**src/rtl/sst_seq_pkg.sv**
```systemverilog
// ---------------------------------------------------------------------------
// sst_seq_pkg
// Types, codes and constants of the memory self-test sequencer.
// ---------------------------------------------------------------------------
`default_nettype none

package sst_seq_pkg;

  localparam int SIZE_BITS = 24;
  localparam int SIZE_W    = SIZE_BITS + 1;
  localparam int ADDR_W    = 32;

  localparam logic [SIZE_W-1:0] SIZE_LIMIT = SIZE_W'(1) << SIZE_BITS;
  localparam logic [SIZE_W-1:0] SIZE_RESET = SIZE_W'(32768);

  localparam int IN_TDATA_W  = 16;
  localparam int OUT_TDATA_W = 80;

  // Configuration register indexes.
  localparam logic CFG_BASE_ADDRESS = 1'b0;
  localparam logic CFG_REGION_SIZE  = 1'b1;

  // Input beat kinds.
  localparam logic MODE_START    = 1'b0;
  localparam logic MODE_COMPLETE = 1'b1;

  // Test selections.
  localparam logic [1:0] TEST_WALK_ONES  = 2'd0;
  localparam logic [1:0] TEST_WALK_ZEROS = 2'd1;
  localparam logic [1:0] TEST_ADDR_BUS   = 2'd2;
  localparam logic [1:0] TEST_FILL       = 2'd3;

  // Result kinds.
  localparam logic [1:0] KIND_WRITE = 2'd0;
  localparam logic [1:0] KIND_READ  = 2'd1;
  localparam logic [1:0] KIND_DONE  = 2'd2;

  // Address-bus test phases.
  localparam logic [2:0] ADDR_LOW_FILL   = 3'd0;
  localparam logic [2:0] ADDR_BASE_AA    = 3'd1;
  localparam logic [2:0] ADDR_LOW_CHECK  = 3'd2;
  localparam logic [2:0] ADDR_HIGH_FILL  = 3'd3;
  localparam logic [2:0] ADDR_BASE_55    = 3'd4;
  localparam logic [2:0] ADDR_HIGH_CHECK = 3'd5;
  localparam logic [2:0] ADDR_END        = 3'd6;

  // Device fill phases.
  localparam logic [2:0] FILL_WRITE = 3'd0;

  localparam logic [7:0] PATTERN_AA = 8'hAA;
  localparam logic [7:0] PATTERN_55 = 8'h55;
  localparam logic [7:0] FILL_SEED  = 8'd5;

  typedef struct packed {
    logic [ADDR_W-1:0] fail_address;
    logic              test_passed;
    logic [7:0]        write_data;
    logic [ADDR_W-1:0] access_address;
    logic [1:0]        access_kind;
  } result_t;

  function automatic logic [7:0] walk_pattern(input logic [1:0] test, input logic [2:0] idx);
    logic [7:0] one_hot;
    one_hot = 8'h01 << idx;
    return (test == TEST_WALK_ONES) ? one_hot : ~one_hot;
  endfunction

endpackage

`default_nettype wire

```
**src/rtl/sram_self_test_sequencer_top.sv**
```systemverilog
// ---------------------------------------------------------------------------
// sram_self_test_sequencer_top
// Byte-wide memory self-test sequencer: walking ones, walking zeros,
// address bus and device fill tests over a configurable region.
// ---------------------------------------------------------------------------
// Channel   Direction  Carries
// s_*       in         start beats and access completions
// m_*       out        write and read requests, done reports
// cfg_*     in         register writes (0 base address, 1 region size)
//
// One beat is taken per cycle while no result waits in the skid stage. A
// beat goes through the input register, the decision logic and the result
// register. One result can wait in a skid stage, so a stalled output still
// lets the next beat in. Reset is synchronous and returns the block
// to idle with base address 0 and region size 32768.
// ---------------------------------------------------------------------------
`default_nettype none

module sram_self_test_sequencer_top (
  input  wire logic        clk,
  input  wire logic        rst,
  input  wire logic        s_tvalid,
  output logic             s_tready,
  input  wire logic [15:0] s_tdata,   // test_select[1:0], read_data[9:2], zeros
  input  wire logic [0:0]  s_tuser,   // mode[0]
  output logic             m_tvalid,
  input  wire logic        m_tready,
  output logic [79:0]      m_tdata,   // access_address[31:0], write_data[39:32],
                                      // test_passed[40], fail_address[72:41], zeros
  output logic [1:0]       m_tuser,   // access_kind[1:0]
  input  wire logic        cfg_valid,
  output logic             cfg_ready,
  input  wire logic        cfg_index,
  input  wire logic [31:0] cfg_data
);

  logic [sst_seq_pkg::ADDR_W-1:0] base_address;
  logic [sst_seq_pkg::SIZE_W-1:0] region_size;
  logic [sst_seq_pkg::SIZE_W-1:0] eff_size;

  logic       in_valid;
  logic       in_mode;
  logic [1:0] in_sel;
  logic [7:0] in_data;
  logic       in_fire;

  logic                           busy, busy_next;
  logic [1:0]                     active_test, active_test_next;
  logic [2:0]                     phase, phase_next;
  logic [sst_seq_pkg::SIZE_W-1:0] offset_counter, offset_counter_next;
  logic [2:0]                     pattern_index, pattern_index_next;
  logic [7:0]                     expected_byte, expected_byte_next;
  logic                           last_was_read, last_was_read_next;

  logic                           res_valid;
  logic [1:0]                     res_kind;
  logic [sst_seq_pkg::SIZE_W-1:0] res_off;
  logic [7:0]                     res_wdata;
  logic                           res_pass;
  logic                           do_enter;
  logic [2:0]                     enter_ph;
  logic                           small_region;
  logic [sst_seq_pkg::SIZE_W-1:0] off_inc;
  logic [sst_seq_pkg::SIZE_W-1:0] off_shift;
  logic [sst_seq_pkg::ADDR_W-1:0] res_sum;
  sst_seq_pkg::result_t           res;

  logic                 out_valid;
  logic                 skid_valid;
  sst_seq_pkg::result_t out_res;
  sst_seq_pkg::result_t skid_res;
  logic                 push;

  assign cfg_ready = 1'b1;

  always_ff @(posedge clk) begin
    if (rst) begin
      base_address <= '0;
      region_size  <= sst_seq_pkg::SIZE_RESET;
    end else if (cfg_valid && cfg_ready) begin
      unique case (cfg_index)
        sst_seq_pkg::CFG_BASE_ADDRESS: base_address <= cfg_data;
        sst_seq_pkg::CFG_REGION_SIZE:  region_size  <= cfg_data[sst_seq_pkg::SIZE_W-1:0];
        default: ;
      endcase
    end
  end

  assign eff_size = (region_size > sst_seq_pkg::SIZE_LIMIT) ? sst_seq_pkg::SIZE_LIMIT
                                                            : region_size;
  assign small_region = !(eff_size > sst_seq_pkg::SIZE_W'(1));
  assign off_inc      = offset_counter + sst_seq_pkg::SIZE_W'(1);
  assign off_shift    = {offset_counter[sst_seq_pkg::SIZE_W-2:0], 1'b0};

  assign in_fire  = in_valid && !skid_valid;
  assign s_tready = !in_valid || in_fire;

  always_ff @(posedge clk) begin
    if (rst) begin
      in_valid <= 1'b0;
    end else if (s_tvalid && s_tready) begin
      in_valid <= 1'b1;
    end else if (in_fire) begin
      in_valid <= 1'b0;
    end
  end

  always_ff @(posedge clk) begin
    if (s_tvalid && s_tready) begin
      in_mode <= s_tuser[0];
      in_sel  <= s_tdata[1:0];
      in_data <= s_tdata[9:2];
    end
  end

  always_comb begin
    busy_next           = busy;
    active_test_next    = active_test;
    phase_next          = phase;
    offset_counter_next = offset_counter;
    pattern_index_next  = pattern_index;
    expected_byte_next  = expected_byte;
    last_was_read_next  = last_was_read;
    res_valid           = 1'b0;
    res_kind            = sst_seq_pkg::KIND_WRITE;
    res_off             = '0;
    res_wdata           = '0;
    res_pass            = 1'b0;
    do_enter            = 1'b0;
    enter_ph            = sst_seq_pkg::ADDR_LOW_FILL;

    if (in_fire) begin
      if (in_mode == sst_seq_pkg::MODE_START) begin
        busy_next           = 1'b1;
        active_test_next    = in_sel;
        phase_next          = '0;
        offset_counter_next = '0;
        pattern_index_next  = '0;
        expected_byte_next  = '0;
        last_was_read_next  = 1'b0;
        if (eff_size == '0) begin
          busy_next = 1'b0;
          res_valid = 1'b1;
          res_kind  = sst_seq_pkg::KIND_DONE;
          res_pass  = 1'b1;
        end else if (in_sel == sst_seq_pkg::TEST_ADDR_BUS) begin
          do_enter = 1'b1;
          enter_ph = sst_seq_pkg::ADDR_LOW_FILL;
        end else begin
          res_valid = 1'b1;
          res_kind  = sst_seq_pkg::KIND_WRITE;
          res_wdata = (in_sel == sst_seq_pkg::TEST_FILL) ? sst_seq_pkg::FILL_SEED
                                                         : sst_seq_pkg::walk_pattern(in_sel, 3'd0);
        end
      end else if (busy) begin
        res_valid = 1'b1;
        if (last_was_read && in_data != expected_byte) begin
          busy_next = 1'b0;
          res_kind  = sst_seq_pkg::KIND_DONE;
          res_pass  = 1'b0;
          res_off   = offset_counter;
        end else if (active_test == sst_seq_pkg::TEST_ADDR_BUS) begin
          unique case (phase) inside
            sst_seq_pkg::ADDR_LOW_FILL, sst_seq_pkg::ADDR_HIGH_FILL: begin
              offset_counter_next = off_shift;
              if (off_shift != '0 && off_shift < eff_size) begin
                last_was_read_next = 1'b0;
                res_kind           = sst_seq_pkg::KIND_WRITE;
                res_off            = off_shift;
                res_wdata          = sst_seq_pkg::PATTERN_AA;
              end else begin
                do_enter = 1'b1;
                enter_ph = phase + 3'd1;
              end
            end
            sst_seq_pkg::ADDR_BASE_AA, sst_seq_pkg::ADDR_BASE_55: begin
              do_enter = 1'b1;
              enter_ph = phase + 3'd1;
            end
            sst_seq_pkg::ADDR_LOW_CHECK: begin
              if (!last_was_read) begin
                last_was_read_next = 1'b1;
                expected_byte_next = sst_seq_pkg::PATTERN_AA;
                res_kind           = sst_seq_pkg::KIND_READ;
                res_off            = '0;
              end else begin
                offset_counter_next = off_shift;
                if (off_shift != '0 && off_shift < eff_size) begin
                  last_was_read_next = 1'b0;
                  res_kind           = sst_seq_pkg::KIND_WRITE;
                  res_off            = off_shift;
                  res_wdata          = sst_seq_pkg::PATTERN_55;
                end else begin
                  do_enter = 1'b1;
                  enter_ph = sst_seq_pkg::ADDR_HIGH_FILL;
                end
              end
            end
            sst_seq_pkg::ADDR_HIGH_CHECK: begin
              offset_counter_next = off_shift;
              if (off_shift != '0 && off_shift < eff_size) begin
                last_was_read_next = 1'b1;
                expected_byte_next = sst_seq_pkg::PATTERN_AA;
                res_kind           = sst_seq_pkg::KIND_READ;
                res_off            = off_shift;
              end else begin
                do_enter = 1'b1;
                enter_ph = sst_seq_pkg::ADDR_END;
              end
            end
            default: begin
              busy_next = 1'b0;
              res_kind  = sst_seq_pkg::KIND_DONE;
              res_pass  = 1'b1;
            end
          endcase
        end else if (active_test == sst_seq_pkg::TEST_FILL) begin
          offset_counter_next = off_inc;
          if (phase == sst_seq_pkg::FILL_WRITE) begin
            if (off_inc < eff_size) begin
              last_was_read_next = 1'b0;
              res_kind           = sst_seq_pkg::KIND_WRITE;
              res_off            = off_inc;
              res_wdata          = sst_seq_pkg::FILL_SEED + off_inc[7:0];
            end else begin
              phase_next          = phase + 3'd1;
              offset_counter_next = '0;
              if (eff_size == '0) begin
                busy_next = 1'b0;
                res_kind  = sst_seq_pkg::KIND_DONE;
                res_pass  = 1'b1;
              end else begin
                last_was_read_next = 1'b1;
                expected_byte_next = sst_seq_pkg::FILL_SEED;
                res_kind           = sst_seq_pkg::KIND_READ;
                res_off            = '0;
              end
            end
          end else if (off_inc < eff_size) begin
            last_was_read_next = 1'b1;
            expected_byte_next = sst_seq_pkg::FILL_SEED + off_inc[7:0];
            res_kind           = sst_seq_pkg::KIND_READ;
            res_off            = off_inc;
          end else begin
            busy_next = 1'b0;
            res_kind  = sst_seq_pkg::KIND_DONE;
            res_pass  = 1'b1;
          end
        end else begin
          if (!last_was_read) begin
            last_was_read_next = 1'b1;
            expected_byte_next = sst_seq_pkg::walk_pattern(active_test, pattern_index);
            res_kind           = sst_seq_pkg::KIND_READ;
            res_off            = offset_counter;
          end else if (pattern_index != 3'd7) begin
            pattern_index_next = pattern_index + 3'd1;
            last_was_read_next = 1'b0;
            res_kind           = sst_seq_pkg::KIND_WRITE;
            res_off            = offset_counter;
            res_wdata          = sst_seq_pkg::walk_pattern(active_test, pattern_index + 3'd1);
          end else begin
            pattern_index_next  = '0;
            offset_counter_next = off_inc;
            if (off_inc < eff_size) begin
              last_was_read_next = 1'b0;
              res_kind           = sst_seq_pkg::KIND_WRITE;
              res_off            = off_inc;
              res_wdata          = sst_seq_pkg::walk_pattern(active_test, 3'd0);
            end else begin
              busy_next = 1'b0;
              res_kind  = sst_seq_pkg::KIND_DONE;
              res_pass  = 1'b1;
            end
          end
        end
      end
    end

    if (do_enter) begin
      res_valid  = 1'b1;
      phase_next = enter_ph;
      unique case (enter_ph)
        sst_seq_pkg::ADDR_LOW_FILL, sst_seq_pkg::ADDR_LOW_CHECK,
        sst_seq_pkg::ADDR_HIGH_FILL: begin
          offset_counter_next = sst_seq_pkg::SIZE_W'(1);
          last_was_read_next  = 1'b0;
          res_kind            = sst_seq_pkg::KIND_WRITE;
          if (small_region) begin
            res_off = '0;
            if (enter_ph == sst_seq_pkg::ADDR_LOW_FILL) begin
              phase_next = sst_seq_pkg::ADDR_BASE_AA;
              res_wdata  = sst_seq_pkg::PATTERN_AA;
            end else begin
              phase_next = sst_seq_pkg::ADDR_BASE_55;
              res_wdata  = sst_seq_pkg::PATTERN_55;
            end
          end else begin
            res_off   = sst_seq_pkg::SIZE_W'(1);
            res_wdata = (enter_ph == sst_seq_pkg::ADDR_LOW_CHECK) ? sst_seq_pkg::PATTERN_55
                                                                  : sst_seq_pkg::PATTERN_AA;
          end
        end
        sst_seq_pkg::ADDR_BASE_AA: begin
          last_was_read_next = 1'b0;
          res_kind           = sst_seq_pkg::KIND_WRITE;
          res_off            = '0;
          res_wdata          = sst_seq_pkg::PATTERN_AA;
        end
        sst_seq_pkg::ADDR_BASE_55: begin
          last_was_read_next = 1'b0;
          res_kind           = sst_seq_pkg::KIND_WRITE;
          res_off            = '0;
          res_wdata          = sst_seq_pkg::PATTERN_55;
        end
        sst_seq_pkg::ADDR_HIGH_CHECK: begin
          offset_counter_next = sst_seq_pkg::SIZE_W'(1);
          if (small_region) begin
            phase_next = sst_seq_pkg::ADDR_END;
            busy_next  = 1'b0;
            res_kind   = sst_seq_pkg::KIND_DONE;
            res_pass   = 1'b1;
          end else begin
            last_was_read_next = 1'b1;
            expected_byte_next = sst_seq_pkg::PATTERN_AA;
            res_kind           = sst_seq_pkg::KIND_READ;
            res_off            = sst_seq_pkg::SIZE_W'(1);
          end
        end
        default: begin
          phase_next = sst_seq_pkg::ADDR_END;
          busy_next  = 1'b0;
          res_kind   = sst_seq_pkg::KIND_DONE;
          res_pass   = 1'b1;
        end
      endcase
    end
  end

  assign res_sum = base_address + sst_seq_pkg::ADDR_W'(res_off);

  always_comb begin
    res.access_kind    = res_kind;
    res.access_address = (res_kind == sst_seq_pkg::KIND_DONE) ? '0 : res_sum;
    res.write_data     = (res_kind == sst_seq_pkg::KIND_WRITE) ? res_wdata : '0;
    res.test_passed    = (res_kind == sst_seq_pkg::KIND_DONE) && res_pass;
    res.fail_address   = (res_kind == sst_seq_pkg::KIND_DONE && !res_pass) ? res_sum : '0;
  end

  always_ff @(posedge clk) begin
    if (rst) begin
      busy           <= 1'b0;
      active_test    <= '0;
      phase          <= '0;
      offset_counter <= '0;
      pattern_index  <= '0;
      expected_byte  <= '0;
      last_was_read  <= 1'b0;
    end else begin
      busy           <= busy_next;
      active_test    <= active_test_next;
      phase          <= phase_next;
      offset_counter <= offset_counter_next;
      pattern_index  <= pattern_index_next;
      expected_byte  <= expected_byte_next;
      last_was_read  <= last_was_read_next;
    end
  end

  assign push = in_fire && res_valid;

  always_ff @(posedge clk) begin
    if (rst) begin
      out_valid  <= 1'b0;
      skid_valid <= 1'b0;
    end else if (out_valid && !m_tready) begin
      if (push) begin
        skid_valid <= 1'b1;
      end
    end else if (skid_valid) begin
      out_valid  <= 1'b1;
      skid_valid <= 1'b0;
    end else begin
      out_valid <= push;
    end
  end

  always_ff @(posedge clk) begin
    if (out_valid && !m_tready) begin
      if (push) begin
        skid_res <= res;
      end
    end else if (skid_valid) begin
      out_res <= skid_res;
    end else if (push) begin
      out_res <= res;
    end
  end

  assign m_tvalid = out_valid;
  assign m_tuser  = out_res.access_kind;
  assign m_tdata  = {7'b0, out_res.fail_address, out_res.test_passed,
                     out_res.write_data, out_res.access_address};

endmodule

`default_nettype wire

```
**config.mk**
```make
export PLATFORM = sky130hd
export DESIGN_NAME = sram_self_test_sequencer_top
export DESIGN_NICKNAME = d
export VERILOG_FILES = /design/src/rtl/sst_seq_pkg.sv /design/src/rtl/sram_self_test_sequencer_top.sv
export SDC_FILE = /design/constraint.sdc
export NUM_CORES = 1
export LEC_CHECK = 0
export ABC_CLOCK_PERIOD_IN_PS = 18400
export BUFFER_PORTS_ARGS = -buffer_cell sky130_fd_sc_hd__buf_2
export CAP_MARGIN = 20
export CORE_MARGIN = 2
export CORE_UTILIZATION = 61
export DETAILED_ROUTE_END_ITERATION = 10
export PLACE_DENSITY = 0.81
export SKIP_CTS_REPAIR_TIMING = 1
export SYNTH_ARGS = -nofsm -noshare
export SYNTH_HDL_FRONTEND = slang
export SYNTH_SLANG_ARGS = --single-unit
```
**constraint.sdc**
```tcl
create_clock -name clk -period 18.4 [get_ports clk]
set_input_delay 0.92 -clock clk [delete_from_list [all_inputs] [get_ports clk]]
set_output_delay 0.92 -clock clk [all_outputs]
set_load 0.005 [all_outputs]
```
==> results.ini, run 1 <==
[pwr]
report.power.total_mw=1.34
irDropWorstVdd_mv=0.0794
powerDensity_mw_per_mm2=71.4
power.leakage_nw=6.88

[timing]
worst_slew_pin_slew_ns=1.23
fin_crit_sh=0.477
min_period_ns=8.77
fmax_mhz=114
skew_ns=0.0293
drv_slew=0
maxSlewHeadroom=0.175
tns_ns=0
setup_viol=0
rsz0062_at_grt=false
hold_viol_final=0

[final_layout]
layout_common_cells=nand2_1, a21oi_1, nor2_1, edfxtp_1, buf_2
multiInputGateArea_mm2=0.00948
layout_commonest_cell=nand2_1
fill_cells=2267
drive_above_1_share=0.114
layout.nets=2162
area_growth_pct=9.52
n_antenna_cell=0
seqCellArea_mm2=0.00690

[place]
place_hpwl_mm=37.0
gp_congestion=0.974
portBuffers=125

[clock_network]
cts.clk_slew.worst_paths_ns=0.07
htree_levels=1
clk_latency_ns=0.58
root_buffer=clkbuf_16
cts_buffers=28
cts_buffer_depth=3
cts_tree=built
clkSinkCount=264

[yosys]
synth_seq_cells=264
async_flop_share=0
ys_seq_area_frac=0.402
yosys.area_share.simple=0.193
synth_xor_area_frac=0.0424
syn_avg_cell_area_um2=8.69
synthCells=1974
synth_compound_area_frac=0.243
synth_flop_cell=edfxtp_1
syn-cell-area_mm2=0.0171
yosysUniqueCellTypes=88
synth_fa_ha_area_frac=0.0683
synth_top_family_by_area=compound AO/OA/AOI/OAI gates
yosys_warnings=0
synth_edf_count=161
synth.area.mux_share=0.00190

[global_route]
grt_start_max_net_pins=110
grt_pass1_wl_mm=80.5
antenna_found_initial=0
overflow=0
track_usage=0.348
grt_pass1_vias=14400

[worst_setup_path]
end_kind=register
path_max_fanout=36
worst_setup_path_start_kind=register
worstPathRequired_ns=18.67
arrival_ns=9.05
crit_type=register to register

[die]
num_rows=61
ioPinCount=140
start_util=0.619
core_mm2=0.0277
fp.dieH_um=172
die_area_mm2=0.0295
die_x_um=172

[job]
cap_viol_max_count=0

[routing]
drt_pass1_iterations=8
routed_wl_mm=52.2
wl_met3_mm=4.80
wl_met1_mm=22.3
remaining_drc_errors=0
maxUsedRoutingLayer=met4
vias=15900
drt_iter0_drc=2248
final_antenna_net_count=0
via_per_inst=6.59
wire_per_inst_um=21.6
dr_wl_met2_mm=23.2

[outcome]
status=completed

[worst_hold_path]
hp-class=register to register

-- cell families after synthesis --
kind of cell	Yosys count
compound gates	622
other cells	2
buf+inv	195
simple gates	712
xor+xnor	83
flops	264
mux	3
fa+ha+maj	93
-- cells in the mapped netlist, drive strengths merged (23+ instances only) --
library cell	instances	area (µm²)
nand2	312	1170
a21oi	166	831
nor2	163	614
edfxtp	161	4830
dfxtp	103	2060
o21ai	102	518
clkbuf	96	363
ha	92	1150
xnor2	56	490
buf	52	295
o31ai	50	389
a22oi	43	323
inv	43	161
nor3	42	225
a211oi	38	285
nand3	38	190
a31oi	27	169
xor2	27	236
a21o	26	195
nor4	25	190
nor2b	23	144
-- layout make-up --
cell class,count,area share
multi-input cells,1521,0.505
clock inverters,18,0.00839
well taps,378,0.0252
inverters,47,0.00939
flip-flops and latches,264,0.367
clock buffers,33,0.0394
repair buffers,152,0.0454
-- critical path: stages, from the launching register on --
cell	delay (ns)
dfxtp_1	0.71
ha_1	0.39
inv_1	0.11
nor4_2	0.72
nand2_1	0.46
xnor2_1	0.24
ha_1	0.33
and4_1	0.26
a31o_2	0.26
a211oi_1	0.45
o211a_1	0.23
buf_4	0.37
nand2_1	0.13
a22oi_1	0.57
a221oi_1	0.19
a211oi_1	0.42
ha_1	0.41
a21o_1	0.27
a2111oi_0	0.66
o311ai_0	0.31
nand4_1	0.26
a21boi_0	0.15
xnor2_1	0.42
o31ai_1	0.12
-- power breakdown --
part,switching [mW],internal (mW),total (mW)
Clock,0.249,0.305,0.554
Combinational,0.0955,0.0430,0.139
Sequential,0.00865,0.639,0.647
Total,0.353,0.987,1.34
-- sequential cells by signal (all words and copies together) (netlist names) --
| name | cells |
|---|---|
| skid_res | 75 |
| m_tdata | 73 |
| base_address | 32 |
| offset_counter | 25 |
| region_size | 25 |
| expected_byte | 8 |
| in_data | 8 |
| pattern_index | 3 |
| phase | 3 |
| active_test | 2 |
| in_sel | 2 |
| m_tuser | 2 |
| busy | 1 |
| in_mode | 1 |
| in_valid | 1 |
| last_was_read | 1 |
| m_tvalid | 1 |
| skid_valid | 1 |
-- metal layers --
layer / up-vias / track usage
met1: 7494 / 0.495
met3: 125 / 0.0534
met5: - / 0
met2: 862 / 0.536
li1: 7410 / -
met4: 0 / 0.131
-- final timing paths --
check                               start                            to  slack (ns)  cells past startpoint
max reg2reg  offset_counter[0]$_SDFF_PP0_         m_tdata[29]$_DFFE_PP_        9.63                     23
max          offset_counter[0]$_SDFF_PP0_         m_tdata[29]$_DFFE_PP_        9.63                     23
min          base_address[2]$_SDFFE_PP0P_  base_address[2]$_SDFFE_PP0P_        0.46                      2
min reg2reg  base_address[2]$_SDFFE_PP0P_  base_address[2]$_SDFFE_PP0P_        0.46                      2
-- stage by stage --
stage	hold slack [ns]	cell area (µm²)	util	setup WS, ns	instances
final	0.465	18800	0.678	9.63	2413
after global routing	0.489	18800	0.678	9.15	2413
after CTS	0.463	18700	0.676	9.89	2410
after detailed placement	0.452	17800	0.644	9.95	2359
after global placement	0.449	17800	0.644	9.96	2359
after floorplan	0.441	17200	-	11.34	1980
Power figures use the tool's default switching activity.
==> run 2, diff against run 1 <==
ABC_CLOCK_PERIOD_IN_PS = 9100   (was 18400)
clock period = 9.1 ns   (was 18.4 ns; I/O delays follow)
==> run 2 against run 1 <==
Against the previous run: core utilization up 0.16 points; die area unchanged; critical path depth increased by 3; critical path type unchanged; largest cell class unchanged.
==> results.ini, run 2 (synthesis results as in run 1) <==
[outcome]
status=completed

[final_layout]
largest_reg_flops=75  ; unchanged
layout.nets=2175  ; +0.60%
fill_cells=2227  ; -1.8%
layout_commonest_cell=nand2_1
finish.utilization=0.679  ; +0.00163
n_antenna_cell=0  ; unchanged
top_register=skid_res
final_area_mm2=0.0188  ; +0.24%
drive_above_1_share=0.116  ; +0.00292
layout_common_cells=nand2_1, a21oi_1, nor2_1, edfxtp_1, buf_2
area_growth_pct=9.78

[global_route]
overflow=0  ; unchanged
grt_pass1_wl_mm=80.3  ; -0.35%
track_usage=0.347  ; -0.00124
grt_pass1_vias=14500  ; +0.51%
grt_start_max_net_pins=110  ; unchanged
antenna_found_initial=2  ; +2

[timing]
setup_viol=0  ; unchanged
hold_ws_ns=0.0429  ; -0.422 ns
min_period_ns=8.27  ; -0.502 ns
fmax_mhz=121  ; +6.1%
maxSlewHeadroom=0.327  ; +0.152
fin_crit_sh=0.909  ; +0.432
rsz0062_at_grt=false
drv_slew=0  ; unchanged
worst_slew_pin_slew_ns=1.01  ; -0.224 ns
hold_viol_final=0  ; unchanged
tns_ns=0  ; unchanged
skew_ns=0.0467  ; +0.0174 ns

[pwr]
report.power.total_mw=2.67  ; +99%
power.leakage_nw=6.92  ; +0.65%
irDropWorstVdd_mv=0.132  ; +67%
powerDensity_mw_per_mm2=142  ; +99%

[worst_hold_path]
hp-class=input pin to register

[worst_setup_path]
worstPathRequired_ns=9.36  ; -9.31 ns
cpPeakStageDelay_ns=0.70  ; -0.02 ns
end_kind=register
cp_top_family=compound AO/OA/AOI/OAI gates
critPathSlowestCell=nor4_2
path_max_fanout=11  ; -69%
arrival_ns=8.53  ; -0.52 ns
critPathBufInv=3  ; +1
crit_type=register to register
worst_setup_path_start_kind=register

[clock_network]
cts_buffer_depth=3  ; unchanged
htree_levels=1  ; unchanged
cts.clk_slew.worst_paths_ns=0.07  ; about the same
clk_latency_ns=0.58  ; about the same
root_buffer=clkbuf_16
cts_buffers=27  ; -3.6%
clkSinkCount=264  ; unchanged
cts_tree=built

[place]
portBuffers=125  ; unchanged
dpl-instance-area_mm2=0.0179  ; +0.63%
place_hpwl_mm=37.3  ; +0.72%
gp_congestion=0.977  ; +0.26%

[die]
num_rows=61  ; unchanged
fp.dieH_um=172  ; unchanged
die_area_mm2=0.0295  ; unchanged
start_util=0.619  ; unchanged
ioPinCount=140  ; unchanged
core_mm2=0.0277  ; unchanged
die_x_um=172  ; unchanged

[routing]
drt_pass1_iterations=8  ; unchanged
remaining_drc_errors=0  ; unchanged
routed_wl_mm=52.1  ; -0.23%
via_per_inst=6.55  ; -0.56%
vias=15900  ; -0.19%
final_antenna_net_count=0  ; unchanged
drt_iter0_drc=2090  ; -7.0%
wire_per_inst_um=21.5  ; -0.60%

[job]
cap_viol_max_count=0  ; unchanged

==> run 2: cell count changes in the layout (fill, tap and decap cells not counted), moves of 2 or more <==
cell | before | now
buf_4 | 24 | 39
clkbuf_1 | 4 | 7
clkinv_2 | 6 | 1
clkbuf_8 | 0 | 2
==> run 2: layout make-up <==
| type | count | area (µm²) | area share |
|---|---|---|---|
| sequential | 264 | 6900 | 0.367 |
| timing repair buffer | 166 | 948 | 0.0504 |
| clock inverter | 9 | 93.8 | 0.00499 |
| multi-input combinational | 1521 | 9480 | 0.503 |
| clock buffer | 37 | 754 | 0.0401 |
| inverter | 47 | 176 | 0.00937 |
| tap | 378 | 473 | 0.0251 |
==> run 2: final timing paths <==
kind / start / end / slack, ns / cells past startpoint
worst max-delay path: offset_counter[1]$_SDFF_PP0_ / m_tdata[29]$_DFFE_PP_ / 0.83 / 26
worst min register to register: base_address[7]$_SDFFE_PP0P_ / base_address[7]$_SDFFE_PP0P_ / 0.46 / 2
worst min-delay path: s_tdata[0] / in_sel[0]$_DFFE_PP_ / 0.04 / 1
worst max register to register: offset_counter[1]$_SDFF_PP0_ / m_tdata[29]$_DFFE_PP_ / 0.83 / 26
==> run 2: where the power goes <==
part	switching, mW	internal (mW)	total [mW]
clock network	0.476	0.610	1.09
registers	0.0175	1.29	1.31
logic	0.189	0.0871	0.276
==> run 2: per-layer routing <==
layer | share of wire | GRT usage | vias up
met5 | 0.00052 | 0 | -
met4 | 0.029 | 0.105 | 4
met3 | 0.087 | 0.0488 | 109
met2 | 0.46 | 0.555 | 803
met1 | 0.42 | 0.489 | 7519
li1 | - | - | 7426
==> run 2: stage by stage <==
step	cells	setup slack, ns
floorplan	1980	2.04
global placement	2374	1.37
detailed placement	2374	1.25
CTS	2420	1.10
global route	2422	0.389
finish	2422	0.828
==> run 3, diff against run 2 <==
ABC_CLOCK_PERIOD_IN_PS = 8590   (was 9100)
clock period = 8.59 ns   (was 9.1 ns; I/O delays follow)
==> run 3 against run 2 <==
Against the previous run: sequential power grew 6%; die area is the same; clock power grew 13%; total power grew 9.3%; clock skew shrank 0.024 ns; design area grew 1.3%; via count grew 2.3%; wire length shrank 0.46%; first-iteration DRC count grew 1.8%; highest routed layer unchanged; worst setup slack lost 0.16 ns; core utilization grew 0.87 points.
==> results.ini, run 3 (synthesis results as in run 1) <==
[outcome]
status=completed

[routing]
routed_wl_mm=51.9  ; -0.46%
remaining_drc_errors=0  ; unchanged
drt_iter0_drc=2128  ; +1.8%
final_antenna_net_count=0  ; unchanged
wire_per_inst_um=21.2  ; -1.4%
via_per_inst=6.63  ; +1.3%
vias=16200  ; +2.3%
drt_pass1_iterations=7  ; -1

[global_route]
grt_pass1_wl_mm=79.9  ; -0.45%
grt_pass1_vias=14500  ; -0.041%
track_usage=0.345  ; -0.00234
antenna_found_initial=2  ; unchanged
grt_start_max_net_pins=110  ; unchanged
overflow=0  ; unchanged

[die]
die_area_mm2=0.0295  ; unchanged
die_x_um=172  ; unchanged
start_util=0.619  ; unchanged
core_mm2=0.0277  ; unchanged
num_rows=61  ; unchanged
ioPinCount=140  ; unchanged
fp.dieH_um=172  ; unchanged

[worst_hold_path]
holdPathStages=1  ; unchanged
min_to=in_data[3]$_DFFE_PP_
hold_start=s_tdata[5]
hp-class=input pin to register

[final_layout]
top_register=skid_res
fill_cells=2229  ; +0.090%
multiInputGateArea_mm2=0.00948  ; unchanged
layout.nets=2191  ; +0.74%
largest_reg_flops=75  ; unchanged
seqCellArea_mm2=0.00690  ; unchanged
layout_commonest_cell=nand2_1
drive_above_1_share=0.126  ; +0.00947
layout_common_cells=nand2_1, a21oi_1, nor2_1, edfxtp_1, buf_2
area_growth_pct=11.2

[timing]
maxSlewHeadroom=0.339  ; +0.0118
fin_crit_sh=0.922  ; +0.0129
setup_viol=0  ; unchanged
worst_slew_pin_slew_ns=0.992  ; -0.0177 ns
setup_ws_ns=0.670  ; -0.158 ns
tns_ns=0  ; unchanged
drv_slew=0  ; unchanged
rsz0062_at_grt=false
skew_ns=0.0228  ; -0.0239 ns
hold_ws_ns=0.0306  ; -0.0124 ns
fmax_mhz=126  ; +4.5%
min_period_ns=7.92  ; -0.352 ns
hold_viol_final=0  ; unchanged

[clock_network]
clk_latency_ns=0.57  ; about the same
cts_tree=built
cts_buffers=28  ; +3.7%
cts_buffer_depth=3  ; unchanged
cts.clk_slew.worst_paths_ns=0.07  ; about the same
root_buffer=clkbuf_16
htree_levels=1  ; unchanged
clkSinkCount=264  ; unchanged

[worst_setup_path]
r2r_cells=25  ; -3.8%
reg2reg_from=region_size[12]$_SDFFE_PP0P_
r2r_end=m_tdata[28]$_DFFE_PP_
end_kind=register
crit_type=register to register
worstPathRequired_ns=8.86  ; -0.50 ns
worst_setup_path_start_kind=register
arrival_ns=8.19  ; -0.34 ns
r2r_slack_ns=0.67  ; -0.16 ns
path_max_fanout=16  ; +5

[pwr]
irDropWorstVdd_mv=0.150  ; +13%
power.leakage_nw=7.05  ; +1.9%
powerDensity_mw_per_mm2=153  ; +7.9%

[place]
pre_cts_slack_ns=0.773  ; -0.478 ns
portBuffers=125  ; unchanged
place_hpwl_mm=37.1  ; -0.58%
gp_congestion=0.967  ; -0.98%

[job]
cap_viol_max_count=0  ; unchanged

==> run 3: layout make-up <==
type / instances / area share
Tap cell: 378 / 0.0248
Antenna cell: 3 / 0.000394
Clock buffer: 33 / 0.0399
Sequential cell: 264 / 0.362
Timing Repair Buffer: 181 / 0.0568
Inverter: 47 / 0.00925
Multi-Input combinational cell: 1521 / 0.497
Clock inverter: 19 / 0.00984
==> run 3: power breakdown <==
group / internal (mW) / switching (mW) / total (mW)
Sequential: 1.37 / 0.0180 / 1.39
Clock: 0.703 / 0.530 / 1.23
Combinational: 0.0952 / 0.204 / 0.299
Total: 2.17 / 0.752 / 2.92
==> run 3: routing by layer <==
layer	global-route usage	vias to the layer above	part of all wire
met5	0	-	0.00042
met4	0.137	4	0.043
met3	0.0713	166	0.10
met2	0.536	941	0.45
met1	0.471	7639	0.41
li1	-	7477	-
==> run 3: worst max-delay path by stage <==
stage,from,end,slack (ns),depth (start not counted)
2_1_floorplan,region_size[6]$_SDFFE_PP0P_,m_tdata[28]$_DFFE_PP_,1.53,25
3_3_place_gp,region_size[13]$_SDFFE_PP0P_,m_tdata[28]$_DFFE_PP_,0.95,25
3_5_place_dp,region_size[12]$_SDFFE_PP0P_,m_tdata[28]$_DFFE_PP_,0.77,25
4_1_cts,region_size[12]$_SDFFE_PP0P_,m_tdata[28]$_DFFE_PP_,0.75,25
5_1_grt,region_size[12]$_SDFFE_PP0P_,m_tdata[72]$_DFFE_PP_,0.26,25
6_report,region_size[12]$_SDFFE_PP0P_,m_tdata[28]$_DFFE_PP_,0.67,25
==> run 3: worst max-delay path: stages, from the launching register on <==
cell and delay [ns]:
dfxtp_1 0.33, nor4_1 0.53, nand4_1 0.32, o41ai_2 0.37
buf_4 0.25, nand2_1 0.14, ha_1 0.32, and3_1 0.19
a221oi_1 0.09, or4_1 0.57, o211ai_2 0.31, o311ai_4 0.22
a311o_1 0.45, a211o_1 0.55, buf_4 0.30, a21o_1 0.19
fa_1 0.42, nor2b_1 0.17, o31ai_1 0.14, a2111oi_0 0.44
buf_4 0.21, o2111ai_1 0.17, o211ai_1 0.33, nand4bb_1 0.16
xor2_1 0.31, o31ai_1 0.11
==> run 3: stage by stage <==
stage	instance area, µm²	power [mW]	util	std cells
finish	19100	2.92	0.688	2446
detailed placement	18100	1.70	0.652	2388
global placement	18000	1.69	0.651	2387
global route	19100	3.01	0.688	2443
CTS	19000	2.92	0.686	2440
floorplan	17200	1.60	-	1980
